File: src/design/pvfm_pkg.sv
// shared constants, register codes and stage types of the pv bus voltage fault monitor
package pvfm_pkg;

    // number of pv sample lanes
    localparam int PV_CHANNELS = 4;
    localparam int VOLT_W      = 16;
    localparam int CNT_W       = 3;
    localparam int CFG_IDX_W   = 3;

    // stream word widths, rounded up to whole bytes
    localparam int IN_DATA_W   = (((PV_CHANNELS + 1) * VOLT_W + 7) / 8) * 8;
    localparam int OUT_FIELD_W = 3 + VOLT_W;
    localparam int OUT_DATA_W  = ((OUT_FIELD_W + 7) / 8) * 8;

    // debounce limits
    localparam logic [1:0] LOW_HIGH_TRIP = 2'd2;
    localparam logic [7:0] NORMAL_CLEAR  = 8'd250;
    localparam logic [6:0] BUS_TRIP      = 7'd100;

    // request kinds carried in tuser
    localparam logic REQ_PV  = 1'b0;
    localparam logic REQ_BUS = 1'b1;

    // configuration register indexes
    localparam logic [CFG_IDX_W-1:0] REG_PV_COUNT = 3'd0;
    localparam logic [CFG_IDX_W-1:0] REG_PV_LOW   = 3'd1;
    localparam logic [CFG_IDX_W-1:0] REG_PV_HIGH  = 3'd2;
    localparam logic [CFG_IDX_W-1:0] REG_BUS_LOW  = 3'd3;

    // reset values of the configuration registers
    localparam logic [CNT_W-1:0]  PV_COUNT_RST = 3'd4;
    localparam logic [VOLT_W-1:0] PV_LOW_RST   = 16'h0000;
    localparam logic [VOLT_W-1:0] PV_HIGH_RST  = 16'hFFFF;
    localparam logic [VOLT_W-1:0] BUS_LOW_RST  = 16'h0000;

    // limit registers seen by the merge stage
    typedef struct packed {
        logic [VOLT_W-1:0] pv_low;
        logic [VOLT_W-1:0] pv_high;
        logic [VOLT_W-1:0] bus_low;
    } t_limits;

    // sideband of the lane stage
    typedef struct packed {
        logic              valid;
        logic              req_type;
        logic [VOLT_W-1:0] bus_volt;
    } t_stage;

endpackage

File: src/design/pvfm_lane.sv
// one pv sample lane: drops channels beyond the count and registers the sample
module pvfm_lane (
    input  logic                   i_clk,
    input  logic                   i_load,
    input  logic                   i_enable,
    input  logic [pvfm_pkg::VOLT_W-1:0] i_sample,
    output logic [pvfm_pkg::VOLT_W-1:0] o_value
);
    import pvfm_pkg::*;

    logic [VOLT_W-1:0] r_value;
    logic [VOLT_W-1:0] n_value;

    // unused channels count as zero in the maximum
    always_comb begin
        n_value = i_enable ? i_sample : '0;
    end

    always_ff @(posedge i_clk) begin
        if (i_load) begin
            r_value <= n_value;
        end
    end

    assign o_value = r_value;

endmodule

File: src/design/pvfm_merge.sv
// merge stage: maximum over the lanes, debounce counters, fault flags and output word
module pvfm_merge (
    input  logic                              i_clk,
    input  logic                              i_rst_n,
    input  pvfm_pkg::t_stage                  i_stage,
    input  logic [pvfm_pkg::PV_CHANNELS-1:0][pvfm_pkg::VOLT_W-1:0] i_lane_value,
    input  pvfm_pkg::t_limits                 i_limits,
    input  logic                              i_m_tready,
    output logic                              o_take,
    output logic                              o_m_tvalid,
    output logic [pvfm_pkg::OUT_DATA_W-1:0]   o_m_tdata
);
    import pvfm_pkg::*;

    logic [1:0]            r_low_count;
    logic [1:0]            r_high_count;
    logic [7:0]            r_normal_count;
    logic [6:0]            r_bus_count;
    logic                  r_pv_low_fault;
    logic                  r_pv_high_fault;
    logic                  r_bus_low_fault;
    logic                  r_out_valid;
    logic [OUT_DATA_W-1:0] r_out_data;

    logic [1:0]            n_low_count;
    logic [1:0]            n_high_count;
    logic [7:0]            n_normal_count;
    logic [6:0]            n_bus_count;
    logic                  n_pv_low_fault;
    logic                  n_pv_high_fault;
    logic                  n_bus_low_fault;
    logic [VOLT_W-1:0]     lane_max;
    logic [VOLT_W-1:0]     peak;
    logic                  take;

    // the output register frees up when empty or being read
    assign take = !r_out_valid || i_m_tready;

    // running maximum over the lane registers
    always_comb begin
        lane_max = '0;
        for (int k = 0; k < PV_CHANNELS; k++) begin
            if (i_lane_value[k] > lane_max) begin
                lane_max = i_lane_value[k];
            end
        end
    end

    assign peak = (i_stage.req_type == REQ_PV) ? lane_max : '0;

    // next state of counters and flags for the word in the lane stage
    always_comb begin
        n_low_count     = r_low_count;
        n_high_count    = r_high_count;
        n_normal_count  = r_normal_count;
        n_bus_count     = r_bus_count;
        n_pv_low_fault  = r_pv_low_fault;
        n_pv_high_fault = r_pv_high_fault;
        n_bus_low_fault = r_bus_low_fault;
        if (i_stage.req_type == REQ_PV) begin
            if (peak < i_limits.pv_low) begin
                n_low_count    = r_low_count + 2'd1;
                n_normal_count = '0;
                if (n_low_count >= LOW_HIGH_TRIP) begin
                    n_pv_low_fault  = 1'b1;
                    n_pv_high_fault = 1'b0;
                    n_low_count     = '0;
                end
            end else if (peak > i_limits.pv_high) begin
                n_high_count   = r_high_count + 2'd1;
                n_normal_count = '0;
                if (n_high_count >= LOW_HIGH_TRIP) begin
                    n_pv_high_fault = 1'b1;
                    n_pv_low_fault  = 1'b0;
                    n_high_count    = '0;
                end
            end else if (r_pv_low_fault || r_pv_high_fault) begin
                // normal counter saturates at its clear point
                if (r_normal_count < NORMAL_CLEAR) begin
                    n_normal_count = r_normal_count + 8'd1;
                end
                if (n_normal_count >= NORMAL_CLEAR) begin
                    n_low_count     = '0;
                    n_high_count    = '0;
                    n_pv_low_fault  = 1'b0;
                    n_pv_high_fault = 1'b0;
                end
            end
        end else begin
            if (i_stage.bus_volt < i_limits.bus_low) begin
                n_bus_count = r_bus_count + 7'd1;
                if (n_bus_count >= BUS_TRIP) begin
                    n_bus_low_fault = 1'b1;
                    n_bus_count     = '0;
                end
            end else begin
                n_bus_count = '0;
            end
        end
    end

    // state and output register
    always_ff @(posedge i_clk) begin
        if (!i_rst_n) begin
            r_low_count     <= '0;
            r_high_count    <= '0;
            r_normal_count  <= '0;
            r_bus_count     <= '0;
            r_pv_low_fault  <= 1'b0;
            r_pv_high_fault <= 1'b0;
            r_bus_low_fault <= 1'b0;
            r_out_valid     <= 1'b0;
            r_out_data      <= '0;
        end else if (take) begin
            r_out_valid <= i_stage.valid;
            if (i_stage.valid) begin
                r_low_count     <= n_low_count;
                r_high_count    <= n_high_count;
                r_normal_count  <= n_normal_count;
                r_bus_count     <= n_bus_count;
                r_pv_low_fault  <= n_pv_low_fault;
                r_pv_high_fault <= n_pv_high_fault;
                r_bus_low_fault <= n_bus_low_fault;
                r_out_data      <= OUT_DATA_W'({peak, n_bus_low_fault,
                                                n_pv_high_fault, n_pv_low_fault});
            end
        end
    end

    assign o_take     = take;
    assign o_m_tvalid = r_out_valid;
    assign o_m_tdata  = r_out_data;

endmodule

File: src/design/pv_bus_voltage_fault_monitor_top.sv
// top level of the pv bus voltage fault monitor: config registers, lanes and merge stage
//
// Usage:
//   Input stream (s side): one word per check. tuser selects the check, zero for a
//   pv check on the sample lanes, one for a bus check on bus_volt.
//   Output stream (m side): one word per input word, in order, with the three
//   fault flags after that check and the pv peak (zero for bus checks).
//   Config channel: index 0 pv channel count, 1 pv low limit, 2 pv high limit,
//   3 bus low limit; other indexes are ignored. Always ready; write only while
//   the block holds no word in flight.
//   Path: an accepted word is held in the lane stage, then in the output register.
//   Throughput: one word per cycle unless stalled, set by the single merge stage
//   that updates the debounce counters; the lanes run side by side on the pv samples.
//   Reset (synchronous, active low): limits and channel count take their reset
//   values, all counters and fault flags clear, both stages empty.
//   Stall: the output register holds its word while tready is low; the lane
//   stage takes one more word, after which s tready drops until the output moves.
module pv_bus_voltage_fault_monitor_top (
    input  logic                              i_clk,
    input  logic                              i_rst_n,
    // s side
    input  logic                              i_s_tvalid,
    output logic                              o_s_tready,
    // tdata from bit 0: pv_volt_0, pv_volt_1, pv_volt_2, pv_volt_3, bus_volt
    input  logic [pvfm_pkg::IN_DATA_W-1:0]    i_s_tdata,
    // tuser from bit 0: req_type
    input  logic [0:0]                        i_s_tuser,
    // m side
    output logic                              o_m_tvalid,
    input  logic                              i_m_tready,
    // tdata from bit 0: pv_low_fault, pv_high_fault, bus_low_fault, pv_peak, zero pad
    output logic [pvfm_pkg::OUT_DATA_W-1:0]   o_m_tdata,
    // config write channel
    input  logic                              i_cfg_valid,
    output logic                              o_cfg_ready,
    input  logic [pvfm_pkg::CFG_IDX_W-1:0]    i_cfg_index,
    input  logic [pvfm_pkg::VOLT_W-1:0]       i_cfg_data
);
    import pvfm_pkg::*;

    logic [CNT_W-1:0]  r_pv_count;
    t_limits           r_limits;
    t_stage            r_stage;

    logic                                  take;
    logic                                  s_ready;
    logic [PV_CHANNELS-1:0]                lane_en;
    logic [PV_CHANNELS-1:0][VOLT_W-1:0]    lane_value;

    // configuration registers
    always_ff @(posedge i_clk) begin
        if (!i_rst_n) begin
            r_pv_count       <= PV_COUNT_RST;
            r_limits.pv_low  <= PV_LOW_RST;
            r_limits.pv_high <= PV_HIGH_RST;
            r_limits.bus_low <= BUS_LOW_RST;
        end else if (i_cfg_valid) begin
            case (i_cfg_index)
                REG_PV_COUNT: r_pv_count       <= i_cfg_data[CNT_W-1:0];
                REG_PV_LOW:   r_limits.pv_low  <= i_cfg_data;
                REG_PV_HIGH:  r_limits.pv_high <= i_cfg_data;
                REG_BUS_LOW:  r_limits.bus_low <= i_cfg_data;
                default:      ;
            endcase
        end
    end

    assign o_cfg_ready = 1'b1;

    // lane stage moves when empty or when the merge stage takes it
    assign s_ready = !r_stage.valid || take;

    always_ff @(posedge i_clk) begin
        if (!i_rst_n) begin
            r_stage.valid <= 1'b0;
        end else if (s_ready) begin
            r_stage.valid    <= i_s_tvalid;
            r_stage.req_type <= i_s_tuser[0];
            r_stage.bus_volt <= i_s_tdata[PV_CHANNELS*VOLT_W +: VOLT_W];
        end
    end

    // one lane per pv channel, enabled below the configured count
    for (genvar k = 0; k < PV_CHANNELS; k++) begin : g_lane
        assign lane_en[k] = ((CNT_W + 1)'(k) < {1'b0, r_pv_count});

        pvfm_lane u_lane (
            .i_clk    (i_clk),
            .i_load   (s_ready),
            .i_enable (lane_en[k]),
            .i_sample (i_s_tdata[k*VOLT_W +: VOLT_W]),
            .o_value  (lane_value[k])
        );
    end

    pvfm_merge u_merge (
        .i_clk        (i_clk),
        .i_rst_n      (i_rst_n),
        .i_stage      (r_stage),
        .i_lane_value (lane_value),
        .i_limits     (r_limits),
        .i_m_tready   (i_m_tready),
        .o_take       (take),
        .o_m_tvalid   (o_m_tvalid),
        .o_m_tdata    (o_m_tdata)
    );

    assign o_s_tready = s_ready;

endmodule

File: config.mk
export PLATFORM = sky130hd
export DESIGN_NAME = pv_bus_voltage_fault_monitor_top
export DESIGN_NICKNAME = d
export VERILOG_FILES = /design/src/design/pvfm_pkg.sv /design/src/design/pvfm_lane.sv /design/src/design/pvfm_merge.sv /design/src/design/pv_bus_voltage_fault_monitor_top.sv
export SDC_FILE = /design/constraint.sdc
export NUM_CORES = 1
export LEC_CHECK = 0
export BUFFER_PORTS_ARGS = -buffer_cell sky130_fd_sc_hd__buf_2
export CAP_MARGIN = 5
export CORE_ASPECT_RATIO = 1.4
export CORE_UTILIZATION = 47
export CTS_CLUSTER_SIZE = 12
export DETAILED_ROUTE_END_ITERATION = 12
export PLACE_DENSITY = 0.65
export RECOVER_POWER = 25
export SYNTH_ARGS = -nofsm -noshare
export SYNTH_HDL_FRONTEND = slang
export SYNTH_SLANG_ARGS = --single-unit
File: constraint.sdc
create_clock -name i_clk -period 9.62 [get_ports i_clk]
set_input_delay 1.443 -clock i_clk [delete_from_list [all_inputs] [get_ports i_clk]]
set_output_delay 1.443 -clock i_clk [all_outputs]
set_load 0.02 [all_outputs]
# Yosys cells after proc, flatten, opt, wreduce, memory -nomap -nowiden
# Index checks and enable logic that the tools add are counted.
# op_classes
add_sub_neg	4
magnitude_cmp	16
n_eq_ne	4
muxes	39
bitwise_logic	2
reduce_logical	21
# ops
operator	count
2-to-1 mux 16 bit	5
> comparator 16 bit	4
2-to-1 mux 8 bit	8
< comparator 16 bit	2
2-to-1 mux 1 bit	17
> comparator 16 x 1 -> 1 bit (second input constant)	1
2-to-1 mux 2 bit	7
2-to-1 mux 7 bit	2
AND reduction 2 bit	6
AND reduction 6 bit	2
adder 8 x 1 -> 8 bit (second input constant)	1
greater-or-equal comparator 8 bit (second input constant)	1
< comparator 8 bit (second input constant)	1
nonzero test 2 bit	4
adder 7 x 1 -> 7 bit (second input constant)	1
greater-or-equal comparator 7 bit (second input constant)	1
equality test 3 x 2 -> 1 bit (second input constant)	2
< comparator 1 x 3 -> 1 bit (first input constant)	2
< comparator 2 x 3 -> 1 bit (first input constant)	2
adder 2 x 1 -> 2 bit (second input constant)	2
greater-or-equal comparator 2 bit (second input constant)	2
AND reduction 4 bit	1
equality test 3 x 1 -> 1 bit (second input constant)	1
logical NOT 3 bit	1
6 further kinds	10
# word_totals
regBits	175
in_bits	105
out_inout_bits	27
wordCells	106

# Logic depth before layout (Yosys ltp)
# depth
ltp_word	19
mapped_depth	35

# By module
# From an unflattened synthesis, not the netlist that was laid out.
# unflattened
cells_unflattened	1013
hier_area_um2	10019.6
# by_module_without_submodules
module	n_inst	cells_each	area_per_inst_um2	seq_area_each_um2
pvfm_merge	1	650	4932.2	780.7
pv_bus_voltage_fault_monitor_top	1	231	2660.1	1551.5
pvfm_lane	4	33	606.8	480.5

# Least setup slack after synthesis
# OpenSTA, ideal clock, no wires.
# synth_timing
path_type	register to register
startpoint	register g_lane[1].u_lane.r_value[11]
endpoint	register u_merge.r_normal_count[3]
setup_ps	88
arrival_ps	8271
path_slack_ps	1261
stages_incl_launch_ff	33
path_buffers	3
cell_sequence	edfxtp_1 -> ha_1 -> nand4_1 -> a2111oi_4 -> nor2_2 -> a21oi_4 -> buf_12 -> mux2i_1 -> ha_1 -> nand4_1 -> a2111o_1 -> a31oi_2 -> clkbuf_1 -> mux2_2 -> ha_1 -> nand4_1 -> nor4_1 -> nand2b_1 -> o31ai_1 -> nor2_1 -> buf_2 -> mux2_2 -> nor2_1 -> ha_1 -> a21o_1 -> a21o_1 -> a211o_1 -> o211ai_1 -> o211ai_1 -> a2111oi_0 -> a211oi_2 -> and3_1 -> nor4_2
# synth_via
elab_chain_len	10
word_cells_on_any_way	13
cone_classes	order compare (5); mux (6); reduce/logical (2)
# synth_lines
item	line	source
from (decl)	pvfm_lane.sv:11	logic [VOLT_W-1:0] r_value;
from (signal assigned)	pvfm_lane.sv:21	r_value <= n_value;
> comparator 16 bit	pvfm_merge.sv:43	if (i_lane_value[k] > lane_max) begin
2-to-1 mux 16 bit *	pvfm_merge.sv:43	
> comparator 16 bit	pvfm_merge.sv:43	
2-to-1 mux 16 bit *	pvfm_merge.sv:43	
> comparator 16 bit	pvfm_merge.sv:43	
2-to-1 mux 16 bit *	pvfm_merge.sv:43	
2-to-1 mux 16 bit *	pvfm_merge.sv:49	assign peak = (i_stage.req_type == REQ_PV) ? lane_max : '0;
net u_merge.peak[9]	pvfm_merge.sv:33	logic [VOLT_W-1:0] peak;
> comparator 16 bit / < comparator 16 bit (equally long branches)	pvfm_merge.sv:69, pvfm_merge.sv:61	
nonzero test 3 bit (no source line) / 2-to-1 mux 8 bit (equally long branches)	--	
AND reduction 4 bit (no source line) / 2-to-1 mux 8 bit (equally long branches)	--	
to (signal assigned)	pvfm_merge.sv:119	r_normal_count <= n_normal_count;
to (decl)	pvfm_merge.sv:17	logic [7:0] r_normal_count;
# The timed path passes the listed nets; every way through them passes the cells marked *.
# A chain may end at the register's enable or synchronous reset.

# Final worst setup path
# Ends and elaborated chain as after synthesis.

==> summary.txt <==
Run status
  • Status: completed

Pwr
  • Pwr Total: 1.96 mW
  • Power Density: 173 nW/um^2
  • Pleak: 4.85 nW
  • Worst vdd ir: 0.000132 V

Finish
  • Filler instances: 1,867
  • Sequential Area: 4250 sq um
  • Multi-input logic area: 4990 sq um
  • Final std cells w/o fill: 1,392
  • Most frequent cells in the layout: nand2_1, buf_2, inv_1, ha_1, dfxtp_1
  • N_diodes: 0
  • Fraction of layout cells with a size suffix above 1: 0.199
  • Area growth, synth to finish: 14.7%
  • Commonest non-fill, non-tap cell in the layout: nand2_1
  • Final net count: 1,326

Synthesis
  • Gate Count Post-Synth: 1,012
  • Count of cell types in the netlist: 76
  • Post-synth ARST share: 0
  • Mapped Area: 9840 sq um
  • EDFF count, synth: 81
  • Synth warn: 0
  • Avg Inst Size Synth: 9.72 sq um
  • Post-synthesis sequential area ratio: 0.432
  • Main flop type after synthesis: dfxtp_1
  • Number of synthesized register bits: 172

GRT
  • Routing usage on met3: 0.0349
  • Largest net degree at the start of global routing: 65
  • Initial antenna violation count: 0
  • Met1 Use GR: 0.252
  • Number of global-route vias before repair: 7,532
  • GRT busiest layer: met2
  • First-pass GRT wire length: 37,600 microns
  • Global Route Usage Sum: 0.223
  • Grt met2 use: 0.412
  • GRT overflow: 0

Setup path
  • Crit Path Class: reg -> reg
  • FF-to-FF path depth: 31
  • Reg2Reg Launch Point: g_lane[1].u_lane.o_value[11]
  • WP data arrival: 9.32 ns
  • Max Fanout on Critical Path: 16
  • Flop2flop setup slack: 0.65 ns
  • Worst path max stage delay: 0.61 ns
  • Slowest cell on crit path: a2111oi_1
  • Cell mode on critical path: ha_1
  • Critical path capture point type: register
  • CP Launch Type: register
  • WP data required: 9.97 ns
  • Reg-to-Reg End: u_merge.r_normal_count[3]

CTS
  • Clock sink count: 172
  • Root buf cell: clkbuf_16
  • CTS buffer count: 17
  • CTS tree: yes
  • Hold-fix buffers, CTS: 0
  • H-Tree Depth: 4
  • Clock transition at the registers of the reported paths: 0.07 ns
  • Clock Tree Buf Depth: 2
  • Worst-Skew Late Latency: 0.43 ns

Floorplanning
  • Die X: 124 microns
  • Die ar.: 21,500 sq um
  • Core area: 20,600 sq um
  • Die H: 173 microns
  • # IOs: 132
  • Starting Density: 0.479
  • Std-Cell Rows: 62

Min path
  • Hold Path Depth: 2
  • Worst min path class: reg -> reg
  • Hold_sp: u_merge.r_low_count[1]
  • Hold Path Sink: u_merge.r_low_count[1]

STA
  • Final Cycle Share: 0.933
  • Setup violators final: 0
  • Clk_skew: 0.00728 ns
  • Final Max Slew Viols: 0
  • Final hold violations: 0
  • Slew @ Worst Pin: 0.863 ns
  • Tmin final: 8.97 ns
  • Slew headroom: 0.425
  • Unrepaired setup endpoints after global routing: false
  • Final setup TNS: 0 ns
  • Fmax: 0.111 GHz
  • Hold_ws: 0.452 ns

Route
  • Detail Route Antenna Nets: 0
  • Routed len/inst: 16.7 microns
  • DRT iter0 DRCs: 374
  • DR vias: 7,496
  • Remaining DRCs: 0
  • Vias/cell: 5.39
  • Pre-antenna DRT Iters: 5
  • Final wirelength: 23,300 microns

Placement
  • Gpl congestion: 0.882
  • Post-Place Cells: 1,358
  • Post-DP HPWL: 18,000 microns
  • Port Buffers: 125

Job
  • Max_cap viols: 0
## through the flow
stage / area, sq um / utilization / setup slack (ns)
after floorplan: 9860 / - / 1.26
after global placement: 10700 / 0.518 / 0.412
after detailed placement: 10700 / 0.518 / 0.143
after CTS: 11300 / 0.548 / 0.134
after global routing: 11300 / 0.549 / 0.0269
final: 11300 / 0.549 / 0.646
## registers in the layout (all words and copies together) (netlist names)
register,count
r_limits,48
r_stage,18
g_lane.u_lane.o_value,64
u_merge.r_normal_count,8
u_merge.r_high_count,2
u_merge.r_low_count,2
r_pv_count,3
u_merge.o_m_tvalid,1
u_merge.o_m_tdata,19
u_merge.r_bus_count,7
## timing repair
| item | in CTS | in global routing |
|---|---|---|
| buffers inserted | 0 | 2 |
| setup endpoints to repair | 0 | 8 |
| resized for setup | 0 | 2 |
## power by group
part | total (mW) | internal, mW | switching, mW
Sequential | 0.822 | 0.801 | 0.0207
Combinational | 0.438 | 0.194 | 0.244
Clock | 0.697 | 0.366 | 0.330
## per-layer routing
layer	vias up	routed length, microns
met4	0	668
met3	40	813
met2	171	12200
li1	3789	-
met1	3496	9630
met5	-	0
## final cells by class
cell class              count  area share
clock inverters            14      0.0135
multi-input cells         690       0.443
repair buffers            138      0.0642
flip-flops and latches    172       0.377
inverters                 104      0.0346
clock buffers              18      0.0399
well taps                 256      0.0284
## kinds of logic (layout without fill, tap and decap cells)
logic type | after synthesis | count (layout) | share of synthesized area
AND/OR/NAND/NOR | 335 | 335 | 0.173
AO/OA/AOI/OAI | 198 | 198 | 0.147
flip-flops | 172 | 172 | 0.432
buffers and inverters | 154 | 274 | 0.0640
adder cells (fa/ha/maj) | 98 | 98 | 0.125
multiplexers | 50 | 50 | 0.0554
XOR/XNOR | 3 | 3 | 0.00267
other | 2 | 6 | 0.000763
## synthesized netlist by cell type (all sizes together), types with 3 or more instances
cell type	instances	area share
a2111oi	4	0.0055
a211o	3	0.0027
a211oi	7	0.0074
a21o	19	0.015
a21oi	74	0.039
a221oi	3	0.0027
a31oi	7	0.0051
and2	21	0.013
and3	7	0.0044
buf	12	0.0098
clkbuf	38	0.014
dfxtp	91	0.19
edfxtp	81	0.25
ha	98	0.12
inv	104	0.040
mux2	30	0.035
mux2i	20	0.020
nand2	125	0.048
nand2b	10	0.0064
nand3	18	0.0092
nand3b	3	0.0023
nand4	20	0.014
nor2	43	0.017
nor2b	57	0.036
nor3	10	0.0062
nor4	8	0.0064
o211ai	20	0.015
o21a	5	0.0038
o21ai	16	0.0081
o22ai	3	0.0025
o31ai	3	0.0023
o32ai	15	0.019
## worst max-delay path: cells and delay by family, from the launching register on
family | cells | cell delay, ns
fa+ha+maj | 4 | 1.27
mux | 3 | 0.96
compound gates | 12 | 3.84
buf+inv | 2 | 0.45
simple gates | 10 | 1.95
flops | 1 | 0.41
## how the worst max path moves through the flow
stage	from	end	slack [ns]
final	g_lane[1].u_lane.o_value[11]	u_merge.r_normal_count[3]	0.65
after detailed placement	g_lane[1].u_lane.o_value[11]	u_merge.r_normal_count[3]	0.14
after CTS	g_lane[1].u_lane.o_value[11]	u_merge.r_normal_count[3]	0.13
after global routing	g_lane[1].u_lane.o_value[11]	u_merge.r_normal_count[3]	0.03
after global placement	g_lane[1].u_lane.o_value[5]	u_merge.r_normal_count[3]	0.41
after floorplan	g_lane[1].u_lane.o_value[11]	u_merge.r_normal_count[3]	1.26
No activity file was read; power rests on OpenSTA's default activity.
